===== src/rtl/wswm_pkg.sv =====
// Package with field widths, the schedule entry layout and the window compare.
`timescale 1ns / 1ps
`default_nettype none

package wswm_pkg;

  localparam int unsigned MaxEntriesDefault = 16;
  localparam int unsigned CountWidth        = 5;
  localparam int unsigned IndexWidth        = 4;
  localparam int unsigned MinuteOfDayWidth  = 11;
  localparam int unsigned InDataWidth       = 56;
  localparam int unsigned OutDataWidth      = 8;
  localparam int unsigned EntryWidth        = 30;

  localparam logic OpWrite = 1'b0;
  localparam logic OpQuery = 1'b1;

  typedef struct packed {
    logic [MinuteOfDayWidth-1:0] end_min;
    logic [MinuteOfDayWidth-1:0] start_min;
    logic [6:0]                  days;
    logic                        enabled;
  } sched_entry_t;

  function automatic logic window_holds(input logic [MinuteOfDayWidth-1:0] s,
                                        input logic [MinuteOfDayWidth-1:0] e,
                                        input logic [MinuteOfDayWidth-1:0] now);
    logic res;
    if (s == e) begin
      res = 1'b0;
    end else if (s < e) begin
      res = (now >= s) && (now < e);
    end else begin
      res = (now >= s) || (now < e);
    end
    return res;
  endfunction

endpackage

`default_nettype wire


===== src/rtl/wswm_ram.sv =====
// Generic single-port-write, single-port-read RAM with a registered read.
`timescale 1ns / 1ps
`default_nettype none

module wswm_ram #(
  parameter int unsigned Width = 30,
  parameter int unsigned Depth = 16,
  parameter int unsigned AddrWidth = (Depth > 1) ? $clog2(Depth) : 1
) (
  input  wire logic                 clk_i,
  input  wire logic                 we_i,
  input  wire logic [AddrWidth-1:0] waddr_i,
  input  wire logic [Width-1:0]     wdata_i,
  input  wire logic [AddrWidth-1:0] raddr_i,
  output logic      [Width-1:0]     rdata_o
);

  logic [Width-1:0] mem_q [Depth];

  always_ff @(posedge clk_i) begin
    if (we_i) begin
      mem_q[waddr_i] <= wdata_i;
    end
    rdata_o <= mem_q[raddr_i];
  end

endmodule

`default_nettype wire


===== src/rtl/weekly_schedule_window_match_core.sv =====
// Top level of the weekly schedule window matcher: table writes and first-match queries.
//
//   Channel   Direction  Payload
//   s_axis    in         tuser: op; tdata: entry and clock fields of one item
//   m_axis    out        tdata: found, active_index
//   cfg       in         cfg_data_i: entry_count
//
// A write beat stores its entry in the table RAM.
// A query beat scans the table from entry 0: the single RAM read port yields
// one entry per cycle, and the scan stops at the first matching entry or at the entry count.
// Reset clears one valid flop per entry, so an unwritten entry reads as disabled.
// The result sits in an output register; a new beat is accepted while it waits,
// and a finished scan holds until that register is free.
`timescale 1ns / 1ps
`default_nettype none

module weekly_schedule_window_match_core
  import wswm_pkg::*;
#(
  parameter int unsigned MAX_ENTRIES = MaxEntriesDefault
) (
  input  wire logic                    clk_i,
  input  wire logic                    rst_ni,
  input  wire logic                    s_axis_tvalid,
  output logic                         s_axis_tready,
  // tdata fields from bit 0: entry_index, entry_enabled, entry_days, entry_start_minute,
  // entry_end_minute, clock_weekday, clock_hour, clock_minute, time_valid.
  input  wire logic [InDataWidth-1:0]  s_axis_tdata,
  // tuser fields from bit 0: op.
  input  wire logic                    s_axis_tuser,
  output logic                         m_axis_tvalid,
  input  wire logic                    m_axis_tready,
  // tdata fields from bit 0: found, active_index.
  output logic [OutDataWidth-1:0]      m_axis_tdata,
  input  wire logic                    cfg_valid_i,
  output logic                         cfg_ready_o,
  input  wire logic [CountWidth-1:0]   cfg_data_i
);

  localparam int unsigned AW = (MAX_ENTRIES > 1) ? $clog2(MAX_ENTRIES) : 1;
  localparam int unsigned CW = $clog2(MAX_ENTRIES + 1);

  typedef enum logic [1:0] {
    StIdle,
    StScan,
    StDone
  } state_e;

  state_e                      state_q, state_d;
  logic [MAX_ENTRIES-1:0]      valid_q, valid_d;
  logic [CountWidth-1:0]       count_q, count_d;
  logic [CW-1:0]               ptr_q, ptr_d;
  logic [CW-1:0]               limit_q, limit_d;
  logic [MinuteOfDayWidth-1:0] now_q, now_d;
  logic [2:0]                  day_q, day_d;
  logic                        res_found_q, res_found_d;
  logic [IndexWidth-1:0]       res_idx_q, res_idx_d;
  logic                        m_valid_q, m_valid_d;
  logic [OutDataWidth-1:0]     m_data_q, m_data_d;

  logic [IndexWidth-1:0]       in_idx;
  logic [2:0]                  in_wday;
  logic [4:0]                  in_hour;
  logic [5:0]                  in_minute;
  logic                        in_tv;
  sched_entry_t                in_entry;
  sched_entry_t                rd_entry;
  logic                        time_ok;
  logic [MinuteOfDayWidth-1:0] in_now;
  logic [CW-1:0]               in_limit;
  logic [CW-1:0]               ptr_nxt;
  logic                        accept;
  logic                        wr_en;
  logic [AW-1:0]               waddr;
  logic [AW-1:0]               raddr;
  logic                        hit;
  logic                        out_free;

  assign in_idx             = s_axis_tdata[3:0];
  assign in_entry.enabled   = s_axis_tdata[4];
  assign in_entry.days      = s_axis_tdata[11:5];
  assign in_entry.start_min = s_axis_tdata[22:12];
  assign in_entry.end_min   = s_axis_tdata[33:23];
  assign in_wday            = s_axis_tdata[36:34];
  assign in_hour            = s_axis_tdata[41:37];
  assign in_minute          = s_axis_tdata[47:42];
  assign in_tv              = s_axis_tdata[48];

  assign time_ok = in_tv && (in_hour <= 5'd23) && (in_minute <= 6'd59) && (in_wday < 3'd7);
  assign in_now  = {in_hour, 6'b0} - {4'b0, in_hour, 2'b0} + {5'b0, in_minute};
  assign in_limit = ({{(32-CountWidth){1'b0}}, count_q} > MAX_ENTRIES) ?
                    CW'(MAX_ENTRIES) : CW'(count_q);

  assign s_axis_tready = (state_q == StIdle);
  assign cfg_ready_o   = 1'b1;
  assign accept        = s_axis_tvalid && s_axis_tready;
  assign wr_en         = accept && (s_axis_tuser == OpWrite) &&
                         ({{(32-IndexWidth){1'b0}}, in_idx} < MAX_ENTRIES);
  assign waddr         = AW'(in_idx);
  assign ptr_nxt       = ptr_q + CW'(1);
  assign raddr         = (state_q == StScan) ? ptr_nxt[AW-1:0] : '0;
  assign out_free      = !m_valid_q || m_axis_tready;

  assign hit = valid_q[ptr_q[AW-1:0]] && rd_entry.enabled && rd_entry.days[day_q] &&
               window_holds(rd_entry.start_min, rd_entry.end_min, now_q);

  wswm_ram #(
    .Width (EntryWidth),
    .Depth (MAX_ENTRIES)
  ) u_table (
    .clk_i   (clk_i),
    .we_i    (wr_en),
    .waddr_i (waddr),
    .wdata_i (in_entry),
    .raddr_i (raddr),
    .rdata_o (rd_entry)
  );

  always_comb begin
    state_d     = state_q;
    valid_d     = valid_q;
    count_d     = count_q;
    ptr_d       = ptr_q;
    limit_d     = limit_q;
    now_d       = now_q;
    day_d       = day_q;
    res_found_d = res_found_q;
    res_idx_d   = res_idx_q;
    m_valid_d   = m_valid_q;
    m_data_d    = m_data_q;

    if (cfg_valid_i) begin
      count_d = cfg_data_i;
    end
    if (m_valid_q && m_axis_tready) begin
      m_valid_d = 1'b0;
    end
    if (wr_en) begin
      valid_d[waddr] = 1'b1;
    end

    unique case (state_q)
      StIdle: begin
        if (accept && (s_axis_tuser == OpQuery)) begin
          ptr_d       = '0;
          limit_d     = in_limit;
          now_d       = in_now;
          day_d       = (in_wday == 3'd0) ? 3'd6 : in_wday - 3'd1;
          res_found_d = 1'b0;
          res_idx_d   = '0;
          if (!time_ok || (in_limit == '0)) begin
            state_d = StDone;
          end else begin
            state_d = StScan;
          end
        end
      end
      StScan: begin
        if (hit) begin
          res_found_d = 1'b1;
          res_idx_d   = IndexWidth'(ptr_q);
          state_d     = StDone;
        end else if (ptr_nxt == limit_q) begin
          state_d = StDone;
        end else begin
          ptr_d = ptr_nxt;
        end
      end
      StDone: begin
        if (out_free) begin
          m_valid_d = 1'b1;
          m_data_d  = {{(OutDataWidth-IndexWidth-1){1'b0}}, res_idx_q, res_found_q};
          state_d   = StIdle;
        end
      end
      default: state_d = StIdle;
    endcase
  end

  always_ff @(posedge clk_i or negedge rst_ni) begin
    if (!rst_ni) begin
      state_q     <= StIdle;
      valid_q     <= '0;
      count_q     <= '0;
      ptr_q       <= '0;
      limit_q     <= '0;
      now_q       <= '0;
      day_q       <= '0;
      res_found_q <= 1'b0;
      res_idx_q   <= '0;
      m_valid_q   <= 1'b0;
      m_data_q    <= '0;
    end else begin
      state_q     <= state_d;
      valid_q     <= valid_d;
      count_q     <= count_d;
      ptr_q       <= ptr_d;
      limit_q     <= limit_d;
      now_q       <= now_d;
      day_q       <= day_d;
      res_found_q <= res_found_d;
      res_idx_q   <= res_idx_d;
      m_valid_q   <= m_valid_d;
      m_data_q    <= m_data_d;
    end
  end

  assign m_axis_tvalid = m_valid_q;
  assign m_axis_tdata  = m_data_q;

  a_notfound_zero_idx: assert property (@(posedge clk_i) disable iff (!rst_ni)
    (m_axis_tvalid && !m_axis_tdata[0]) |-> (m_axis_tdata[4:1] == '0))
    else $error("not-found result carries a nonzero index");

  a_scan_in_range: assert property (@(posedge clk_i) disable iff (!rst_ni)
    (state_q == StScan) |-> (ptr_q < limit_q))
    else $error("scan pointer beyond the entry limit");

  a_query_blocks: assert property (@(posedge clk_i) disable iff (!rst_ni)
    (accept && (s_axis_tuser == OpQuery)) |=> !s_axis_tready)
    else $error("new beat accepted while a query is in progress");

  a_write_no_result: assert property (@(posedge clk_i) disable iff (!rst_ni)
    (accept && (s_axis_tuser == OpWrite) && !m_valid_q) |=> !m_valid_q)
    else $error("write beat produced a result");

endmodule

`default_nettype wire


===== config.mk =====
export PLATFORM = sky130hd
export DESIGN_NAME = weekly_schedule_window_match_core
export DESIGN_NICKNAME = d
export VERILOG_FILES = /design/src/rtl/wswm_pkg.sv /design/src/rtl/wswm_ram.sv /design/src/rtl/weekly_schedule_window_match_core.sv
export SDC_FILE = /design/constraint.sdc
export NUM_CORES = 1
export LEC_CHECK = 0
export BUFFER_PORTS_ARGS = -buffer_cell sky130_fd_sc_hd__buf_2
export CORE_AREA = 2 2 178 268
export CTS_BUF_LIST = sky130_fd_sc_hd__clkbuf_4
export CTS_CLUSTER_DIAMETER = 60
export DETAILED_ROUTE_END_ITERATION = 12
export DIE_AREA = 0 0 180 270
export PLACE_DENSITY_LB_ADDON = 0.15
export SLEW_MARGIN = 15
export SYNTH_ARGS = -nofsm -noshare
export SYNTH_HDL_FRONTEND = slang
export SYNTH_SLANG_ARGS = --single-unit

===== constraint.sdc =====
create_clock -name clk_i -period 4.2 [get_ports clk_i]
set_input_delay 0.84 -clock clk_i [delete_from_list [all_inputs] [get_ports clk_i]]
set_output_delay 0.84 -clock clk_i [all_outputs]
set_load 0.01 [all_outputs]

==> metrics.md <==
| Metric | Value |
|---|---|
| FILL cells | `3719` |
| Horiz. Die Dim | `180 um` |
| Setup violators final | `0` |
| Peak supply drop | `0.000252 V` |
| Clk_lat worst skew | `850 ps` |
| CP Launch Type | `flop` |
| Antenna violations before repair | `2` |
| Post-CTS setup buffer count | `0` |
| CTS clk-pin slew, worst paths | `70 ps` |
| Cts hold-fix bufs | `1` |
| Critical path's top delay family | `flip-flops` |
| Initial Util | `0.496` |
| Vias per Instance | `5.67` |
| Warnings from Yosys | `0` |
| Tmin final | `3050 ps` |
| Synth Area in XOR/XNOR | `0.00382` |
| Total Wirelength | `51600 um` |
| Largest net degree at the start of global routing | `91` |
| First-pass DRT Iterations | `7` |
| Tcrit/Tclk final | `0.727` |
| Setup Crit Path Kind | `reg -> reg` |
| GR Overflow Total | `0` |
| Yosys reg bits | `568` |
| Final RePlAce weighted congestion | `0.764` |
| Max cap viols | `0` |
| Adder-cell share of the synthesized area | `0.0218` |
| Total design power | `13.3 mW` |
| Post-route worst setup slack | `1150 ps` |
| Multiplexer area fraction after synthesis | `0.0964` |
| Util after Layout | `0.563` |
| Critical Path, Cell by Cell | `ha_1, nand2_4, buf_12, mux4_2, a21oi_1` |
| Setup tns final | `0 ps` |
| Post-Synthesis Cells | `1467` |
| Pwr dens | `510 mW/mm^2` |
| Yosys top cell by area | `edfxtp_1` |
| Post-cts sizing count | `0` |
| Post-synth top area share | `0.629` |
| Core region area | `0.0462 mm^2` |
| Netlist cell types | `49` |
| H-tree Lvls | `4` |
| Synth Area in Simple Gates | `0.0634` |
| Async set-reset flop share out of synthesis | `0.102` |
| Mapped Avg Cell Area | `15.6 um^2` |
| Worst endpoint required time | `4910 ps` |
| Max-slew violations | `0` |
| Die ar. | `0.0486 mm^2` |
| Outcome | `finished, final reports clean` |
| Worst path slowest cell | `dfrtp_4` |
| Highest-count cells in the layout ignoring fill and taps | `480 x edfxtp_1, 195 x clkbuf_4, 157 x nand2_1` |
| FF/Latch Area | `0.0165 mm^2` |
| Initial DRC count | `966` |
| Most common cell after layout, fill and taps aside | `edfxtp_1` |
| Rows | `97` |
| Slew @ Worst Pin | `1140 ps` |
| Routed via count | `13200` |
| Worst Hold Class | `in -> reg` |
| EDFF count, synth | `480` |
| Crit Path Max Fanout | `50` |
| Largest family of logic cells by synthesized area | `multiplexers` |
| Clock skew | `71.3 ps` |
| I/O Buffers | `66` |
| Crit path DAT | `3760 ps` |
| CTS buffer count | `136` |
| DR WL/cell | `22.1 um` |
| Maximum clock insertion buffer count | `3` |
| Nets | `1740` |
| Post-synthesis sequential area ratio | `0.718` |
| Cell area after synthesis | `0.0229 mm^2` |
| Final HPWL DP | `28500 um` |
| Lkg Pwr | `9.51 nW` |
| Post-synth top flop | `edfxtp_1` |
| Vias in the first global route | `13400` |
| Multi-input gate area | `0.00612 mm^2` |
| Max incr delay on CP | `790 ps` |
| Synth top area cells | `edfxtp_1 63%, dfrtp_1 6.3%, mux2i_1 5.4%` |
| CTS tree | `yes` |
| Slew headroom | `0.241` |
| CTS root buf | `clkbuf_4` |
| Number of primary I/O pins | `78` |
| RSZ-0062 raised after global routing | `false` |
| Global-route wire length before repair | `77900 um` |
| Layout cells sized above 1 | `0.236` |
| Dpl cell area | `0.0242 mm^2` |
| Area grow syn2layout | `13.6%` |
| Final non-filler cell area | `0.0261 mm^2` |
| Clk sink count | `568` |
| Nature of the critical path endpoint | `flop` |
| WP buf/inv | `1` |
| Dpl ws | `1180 ps` |
| Die Ht | `270 um` |
| F_max | `328 MHz` |
| Final routed DRC violation total | `0` |
| Total track usage | `0.214` |
| Compound-cell area share of the yosys netlist | `0.0743` |
| Antenna Nets Post-Route | `0` |
| Final Hold Violating Endpoints | `0` |
[cell type report]
type / instances / area share
Multi-Input combinational cell: 784 / 0.235
Antenna cell: 1 / 0.0000961
Tap cell: 594 / 0.0285
Sequential cell: 568 / 0.632
Clock inverter: 51 / 0.0126
Timing Repair Buffer: 107 / 0.0304
Clock buffer: 195 / 0.0562
Inverter: 36 / 0.00519
[synthesized netlist by cell type, types with 32 or more instances]
cell type and number:
a211oi_1 92, nor2b_1 63, a21oi_1 47, ha_1 40, a31oi_1 32, dfrtp_1 58, mux4_2 36, nand2_1 158
mux2i_1 124, inv_1 36, clkbuf_1 57, edfxtp_1 480
[final timing paths]
path | start | to | slack (ps) | cells after the start
max in group asynchronous | rst_ni | now_q[8]$_DFFE_PN0P_ | 2740 | 3
min reg2reg | valid_q[14]$_DFFE_PN0P_ | valid_q[14]$_DFFE_PN0P_ | 460 | 1
min | s_axis_tdata[34] | day_q[0]$_DFFE_PN0P_ | 220 | 2
max reg2reg | ptr_q[0]$_DFFE_PN0P_ | u_table.rdata_o[13]$_DFF_P_ | 1150 | 5
min in group asynchronous | rst_ni | ptr_q[0]$_DFFE_PN0P_ | 590 | 2
max | ptr_q[0]$_DFFE_PN0P_ | u_table.rdata_o[13]$_DFF_P_ | 1150 | 5
[metrics by stage]
stage,std cells,hold WS (ps)
floorplan,1469,434
global placement,2088,446
detailed placement,2088,450
CTS,2335,145
global route,2336,171
finish,2336,219
[cell families (layout without fill, tap and decap cells)]
logic type	after synthesis	after routing
xor+xnor	10	10
other cells	2	5
simple gates	307	307
compound gates	249	249
flops	568	568
fa+ha+maj	40	40
mux	174	174
buf+inv	117	389
[power by group]
part / switching (mW) / total (mW) / leakage, nW / internal (mW)
combinational: 1.16 / 2.07 / 3.14 / 0.909
clock: 2.12 / 4.52 / 1.06 / 2.40
sequential: 0.282 / 6.68 / 5.31 / 6.40
[sequential cells by signal (all words and copies together) (netlist names)]
signal	count
day_q	3
res_found_q	1
now_q	11
m_axis_tvalid	1
valid_q	16
ptr_q	5
u_table.mem_q	480
state_q	2
count_q	5
res_idx_q	4
u_table.rdata_o	30
limit_q	5
m_axis_tdata	5
[per-layer routing]
metal	share of wire	routed length (um)	track usage	vias up
met5	0.00025	13	0	-
met3	0.051	2610	0.0434	126
met1	0.42	21400	0.270	6647
met2	0.50	25900	0.357	402
met4	0.031	1610	0.0948	2
li1	-	-	-	6071
Note: power is estimated with default switching activity, not from simulation.
